<file path="src/rtl/core/mpe_pkg.sv">
// shared constants and types for the mandelbrot escape-time pixel core
// no dependencies
`timescale 1ns / 1ps

package mpe_pkg;

	localparam int FRAC_BITS_DEF   = 28;
	localparam int COUNT_WIDTH_DEF = 12;

	// multiplier digit handled by one cell of the chain
	localparam int DIGIT_W = 8;

	// width that holds c exactly for any register contents
	localparam int C_WIDTH = 47;

	localparam logic [2:0] CFG_LEFT_RE       = 3'd0;
	localparam logic [2:0] CFG_BOTTOM_IM     = 3'd1;
	localparam logic [2:0] CFG_STEP_RE       = 3'd2;
	localparam logic [2:0] CFG_STEP_IM       = 3'd3;
	localparam logic [2:0] CFG_SCREEN_HEIGHT = 3'd4;
	localparam logic [2:0] CFG_MAX_ITER      = 3'd5;

	localparam int DIM_COUNT = 5;

	localparam logic [7:0] DIM_RED   = 8'd11;
	localparam logic [7:0] DIM_GREEN = 8'd14;
	localparam logic [7:0] DIM_BLUE  = 8'd20;

	localparam logic [7:0] SCALE_RED   = 8'd150;
	localparam logic [7:0] SCALE_GREEN = 8'd40;
	localparam logic [7:0] SCALE_BLUE  = 8'd60;

	typedef struct packed {
		logic [7:0] red;
		logic [7:0] green;
		logic [7:0] blue;
	} color_t;

endpackage

</file>
<file path="src/rtl/core/mpe_color_div.sv">
// restoring divider giving the three scaled color channels, one quotient bit a cycle
// depends on mpe_pkg
`timescale 1ns / 1ps

module mpe_color_div import mpe_pkg::*; #(
	parameter int CW = COUNT_WIDTH_DEF
) (
	input  logic          clk,
	input  logic          arst_n,
	input  logic          start,
	input  logic [CW-1:0] n,
	input  logic [CW-1:0] limit,
	output logic          done,
	output color_t        color
);

	localparam int DW = CW + 8;
	localparam logic [2:0][7:0] SCALES = {SCALE_BLUE, SCALE_GREEN, SCALE_RED};

	logic [2:0][DW-1:0] rem_q;
	logic [2:0][7:0]    quo_q;
	logic [2:0]         bit_q;
	logic               busy_q;
	logic               done_q;
	logic [DW-1:0]      dsr;

	assign dsr = DW'(limit) << bit_q;

	always_ff @(posedge clk or negedge arst_n) begin
		if (!arst_n) begin
			rem_q  <= '0;
			quo_q  <= '0;
			bit_q  <= '0;
			busy_q <= 1'b0;
			done_q <= 1'b0;
		end else begin
			done_q <= 1'b0;
			if (start) begin
				for (int j = 0; j < 3; j++) begin
					rem_q[j] <= DW'(n) * DW'(SCALES[j]);
				end
				bit_q  <= 3'd7;
				busy_q <= 1'b1;
			end else if (busy_q) begin
				for (int j = 0; j < 3; j++) begin
					if (rem_q[j] >= dsr) begin
						rem_q[j]        <= rem_q[j] - dsr;
						quo_q[j][bit_q] <= 1'b1;
					end else begin
						quo_q[j][bit_q] <= 1'b0;
					end
				end
				if (bit_q == 3'd0) begin
					busy_q <= 1'b0;
					done_q <= 1'b1;
				end else begin
					bit_q <= bit_q - 3'd1;
				end
			end
		end
	end

	assign done        = done_q;
	assign color.red   = quo_q[0];
	assign color.green = quo_q[1];
	assign color.blue  = quo_q[2];

endmodule

</file>
<file path="config.mk">
export PLATFORM = sky130hd
export DESIGN_NAME = mpe_color_div
export DESIGN_NICKNAME = d
export VERILOG_FILES = /design/src/rtl/core/mpe_pkg.sv /design/src/rtl/core/mpe_color_div.sv
export SDC_FILE = /design/constraint.sdc
export NUM_CORES = 1
export LEC_CHECK = 0
export ABC_AREA = 1
export BUFFER_PORTS_ARGS = -buffer_cell sky130_fd_sc_hd__buf_4
export CORE_MARGIN = 4
export CORE_UTILIZATION = 45
export CTS_BUF_LIST = sky130_fd_sc_hd__clkbuf_8
export DETAILED_ROUTE_END_ITERATION = 12
export GPL_ROUTABILITY_DRIVEN = 0
export GPL_TIMING_DRIVEN = 0
export MAX_ROUTING_LAYER = met4
export PLACE_DENSITY = 0.72
export SYNTH_ARGS = -nofsm -noshare
export SYNTH_HDL_FRONTEND = slang
export SYNTH_SLANG_ARGS = --single-unit
</file>
<file path="constraint.sdc">
create_clock -name clk -period 4.05 [get_ports clk]
set_input_delay 0.2025 -clock clk [delete_from_list [all_inputs] [get_ports clk]]
set_output_delay 0.2025 -clock clk [all_outputs]
set_load 0.05 [all_outputs]
</file>
Word level (Yosys, flattened, before mapping) --
Cells that the tools add are included.
Storage, ports and cells: word-level logic and storage cells 61, memory bits (read-only) 0, flip-flop bits (word level) 89, latch bits 0, memories kept 0, input port bits 27, RAM bits 0, output and inout port bits 25
Operators by class: order comparisons 5, equality and inequality tests 1, shifts and indexed selects 1, $mul 3, add/subtract/negate cells 4, reductions and logical operators 11, muxes and demuxes 19, bitwise gates (word level) 8, divide/modulo/power cells 0
Operators by type and width (number):
- 60-bit two-way mux | 2
- 20-bit greater-or-equal comparator | 3
- 20-bit two-way mux | 3
- 20-bit subtractor | 3
- 8-bit bitwise AND | 3
- 8-bit two-way mux | 3
- 8-bit OR | 3
- 12-bit by 3-bit << shifter with 20-bit output | 1
- 12-bit by 7-bit multiplier with 19-bit output (second input constant) | 1
- 12-bit by 4-bit multiplier with 16-bit output (second input constant) | 1
- 12-bit by 3-bit multiplier with 15-bit output (second input constant) | 1
- 2-bit AND reduction | 5
- 3-bit two-way mux | 3
- 8-bit inverter | 1
- 2-bit nonzero test | 4
- 1-bit two-way mux | 7
- 3-bit by 4-bit less-than comparator with 1-bit output (second input constant) | 1
- 1-bit demux with 3-bit select | 1
- 3-bit by 1-bit greater-or-equal comparator with 1-bit output (second input constant) | 1
- 3-bit logical NOT | 1
- 3-bit by 1-bit subtractor with 3-bit output (second input constant) | 1
- 2-bit inequality test (second input constant) | 1
- 1-bit logical AND | 1
- 1-bit inverter | 1

Depth between registers and ports, before layout --
word-level depth 7, gate-level depth with buffers 22

Least setup slack after synthesis --
No wires, ideal clock.
kind input to register, start in n[6], end reg rem_q[17] in the netlist's numbering, path slack 0.938 ns, arrival time 2.995 ns, buffers on the path 0, stages on the path 15, data required time 3.934 ns, setup time 0.116 ns, path through ha_1 -> ha_1 -> fa_1 -> inv_1 -> fa_1 -> inv_1 -> ha_1 -> a21oi_1 -> o21ai_0 -> a21oi_1 -> nand3_1 -> nand3_1 -> nand2_1 -> nand2_1 -> nand2_1
On the way: longest elaborated chain between the ends 2
Ends and longest elaborated chain:
- from (decl) | RTL line mpe_color_div.sv:11 | input logic [CW-1:0] n,
- 12-bit by 7-bit multiplier with 19-bit output | RTL line mpe_color_div.sv:40 | rem_q[j] <= DW'(n) * DW'(SCALES[j]);
- 60-bit two-way mux | RTL line mpe_color_div.sv:38 | if (start) begin
- to (signal, indexed assignment) | RTL line mpe_color_div.sv:40
- to (signal, indexed assignment) | RTL line mpe_color_div.sv:47 | rem_q[j] <= rem_q[j] - dsr;
- to (decl) | RTL line mpe_color_div.sv:20 | logic [2:0][DW-1:0] rem_q;
No other way between the ends. A chain may end at the register's enable or synchronous reset.

Worst setup path after layout --
start reg bit_q[1], end reg rem_q[31] in the netlist's numbering
On the way: longest elaborated chain between the ends 5
Ends and longest elaborated chain:
- from (decl) | RTL line mpe_color_div.sv:22 | logic [2:0] bit_q;
- from (signal assigned) | RTL line mpe_color_div.sv:57 | bit_q <= bit_q - 3'd1;
- 12-bit by 3-bit << shifter with 20-bit output (*) | RTL line mpe_color_div.sv:27 | assign dsr = DW'(limit) << bit_q;
- 20-bit subtractor | RTL line mpe_color_div.sv:47
- 20-bit two-way mux | RTL line mpe_color_div.sv:46 | if (rem_q[j] >= dsr) begin
- 60-bit two-way mux | RTL line mpe_color_div.sv:44 | end else if (busy_q) begin
- 60-bit two-way mux | RTL line mpe_color_div.sv:38
Mark *: on every way between the ends. The rest lies on a longest branch, timed or not. The select of a mux whose other input is x is not followed.

==> impl_metrics.json <==
{
  "p_per_area_nw_per_um2": 711,
  "crit_type": "flip-flop to flip-flop",
  "drt.antenna.violating_nets": 0,
  "fin_crit_ns": 3.91,
  "grt_pass1_wl_um": 58500,
  "grt_max_degree": 90,
  "regToRegEndpoint": "rem_q[31]",
  "synthArstFlopShare_pct": 100,
  "cts_buffers": 9,
  "power.leakage_nw": 7.05,
  "synth_cells": 1812,
  "status": "finished clean",
  "yosys_most_used_dff": "dfrtp_1",
  "track_usage_pct": 26.2,
  "final_net_count": 2079,
  "clk_pin_slew_ns": 0.13,
  "io_buffers": 50,
  "worstSetupStartpointType": "flip-flop",
  "dp_cells": 2192,
  "path_max_fanout": 11,
  "core_area_sq_um": 25500,
  "power_mw": 9.15,
  "drv_slew": 0,
  "routedWlPerCell_um": 16.5,
  "ys_seq_elements": 89,
  "synth_edf_count": 0,
  "die_width_um": 170,
  "drcViolationCount": 0,
  "hold_violations": 0,
  "synthTopCellsByArea": "dfrtp_1 (19%), nand2_1 (19%), ha_1 (14%)",
  "startpoint": "bit_q[1]",
  "grt_antenna_before_repair": 0,
  "min-delay-path-class": "primary input to asynchronous set/reset pin",
  "drive_gt1_share_pct": 8.60,
  "finalClockSkew_ns": 0.0184,
  "layout_common_cells": "nand2_1 (581), inv_1 (243), nand3_1 (165), nor2_1 (135), ha_1 (134)",
  "max_slew_margin_pct": 20.8,
  "drt-total-wl_um": 36600,
  "ys.warnings.count": 0,
  "dieArea_sq_um": 28800,
  "synth_area_sq_um": 11800,
  "initial_core_util_pct": 46.3,
  "yosysTopAreaCell": "dfrtp_1",
  "insertion_delay_ns": 0.40,
  "clockBufferDepth": 2,
  "vdd_ir_drop_max_mv": 0.507,
  "critPathRequiredTime_ns": 4.34,
  "cp.arrival_ns": 4.20,
  "drv_cap": 0,
  "io_pins": 52,
  "area_growth_pct": 9.16,
  "drt_iter0_markers": 1025,
  "tritoncts": "built",
  "holdBufCountCts": 0,
  "grt_pass1_vias": 11300,
  "layout_commonest_cell": "nand2_1",
  "synth.distinct_cells": 48,
  "crit_chain": "inv_1, clkbuf_1, mux2i_1, a22oi_2, buf_4, ha_1, a21oi_1, o21ai_0, and2_1, nor2_4, nand2_4, nand2_2, nand2_4, buf_6, nand2_1, nand2_1",
  "tightest_slew_ns": 1.19,
  "setup_ws_ns": 0.138,
  "reg2regPathDepth": 16,
  "antenna_cells": 0,
  "seq_area_frac_synth_pct": 18.9,
  "reg2reg_slack_ns": 0.14,
  "vias": 12200,
  "vias_per_cell": 5.51,
  "synth_top_area_share_pct": 18.9,
  "htreeDepth": 3,
  "setup_viol": 0,
  "mappedNetlistNets": 2013,
  "cts_root_buf": "clkbuf_8",
  "fmax_mhz": 256,
  "clkSinkCount": 89,
  "dr.pass1.iters": 5,
  "rows": 58,
  "max_stage_delay_ns": 0.49,
  "die_h_um": 170,
  "overflow": 0,
  "end_kind": "flip-flop",
  "path_buf_inv": 4,
  "fin_cells": 2213,
  "dp_hpwl_um": 29000,
  "post-place-ws_ns": -0.483,
  "cp_top_family": "simple AND/OR/NAND/NOR gates",
  "cp_slowest_cell": "dfrtp_1",
  "reg2reg_from": "bit_q[1]",
  "finalCritPeriodShare_pct": 96.6,
  "avgSynthCellArea_sq_um": 6.50
}
cells in the mapped netlist (5+ instances only):
master / n
nand2_1: 582
inv_1: 243
nand3_1: 166
nor2_1: 136
ha_1: 134
a21oi_1: 92
dfrtp_1: 89
o21ai_0: 85
fa_1: 40
a31oi_1: 25
nor3_1: 23
nand3b_1: 22
clkbuf_1: 18
nand4_1: 18
xor2_1: 17
nand2_2: 13
nand3_2: 13
nor2_2: 12
o21bai_1: 8
inv_2: 7
nand2_4: 7
xnor2_1: 6
and2_1: 5
buf_6: 5
o22ai_1: 5
worst max path at each step:
stage                           end  slack (ns)  cells after the start
after global placement    rem_q[31]       -0.45                     18
after CTS                 rem_q[26]        0.03                     18
after floorplan           rem_q[17]        0.94                     15
after global routing      rem_q[31]       -0.01                     19
after detailed placement  rem_q[31]       -0.48                     18
final                     rem_q[31]        0.14                     16
report_power, final:
part / internal, mW / switching (mW) / total, mW
clock network: 0.248 / 0.426 / 0.674
registers: 1.27 / 0.247 / 1.51
logic: 2.36 / 4.60 / 6.96
cell type report:
class	instances	area [sq um]
clock buffers	9	124
fillers	2551	12600
plain buffers	32	195
inverters	251	942
repair buffers	55	413
flip-flops and latches	89	2230
clock inverters	7	78.8
well taps	330	413
multi-input cells	1440	8470
worst register-to-register path: stages (launching register included):
cell and delay, ns:
dfrtp_1 0.49, inv_1 0.12, clkbuf_1 0.45, mux2i_1 0.41, a22oi_2 0.09, buf_4 0.18, ha_1 0.34, a21oi_1 0.25
o21ai_0 0.17, and2_1 0.20, nor2_4 0.33, nand2_4 0.13, nand2_2 0.17, nand2_4 0.13, buf_6 0.19, nand2_1 0.08
nand2_1 0.06
layer usage:
layer | track usage (%) | vias to the layer above | share of wire [%]
li1 | - | 6019 | -
met1 | 34.1 | 5619 | 44
met4 | 10.9 | 0 | 4.4
met2 | 40.3 | 468 | 43
met5 | - | - | 0
met3 | 4.65 | 81 | 8.7
cells by family after synthesis:
| kind of cell | Yosys count | synth area share (%) |
|---|---|---|
| compound gates | 230 | 10.7 |
| xor+xnor | 23 | 1.71 |
| fa+ha+maj | 174 | 21.0 |
| buf+inv | 283 | 9.61 |
| flops | 89 | 18.9 |
| mux | 4 | 0.340 |
| simple gates | 1009 | 37.8 |
metrics by stage:
step / hold slack [ns] / cell area (sq um) / utilization (%) / TNS, ns
6_report: 0.0216 / 12900 / 50.5 / 0
5_1_grt: 0.117 / 12900 / 50.5 / -0.0238
4_1_cts: 0.0757 / 12800 / 50.3 / 0
3_5_place_dp: 0.470 / 12600 / 49.4 / -19.35
3_3_place_gp: 0.464 / 12600 / 49.4 / -16.94
2_1_floorplan: -0.0931 / 11800 / - / 0
what timing repair did:
item | CTS | global route
endpoints found under the setup margin | 60 | 60
setup buffers | 2 | 3
pin swaps | 1 | 1
gates resized for setup | 8 | 17
hold endpoints to repair | 0 | 0
No activity file was read; power rests on OpenSTA's default activity.
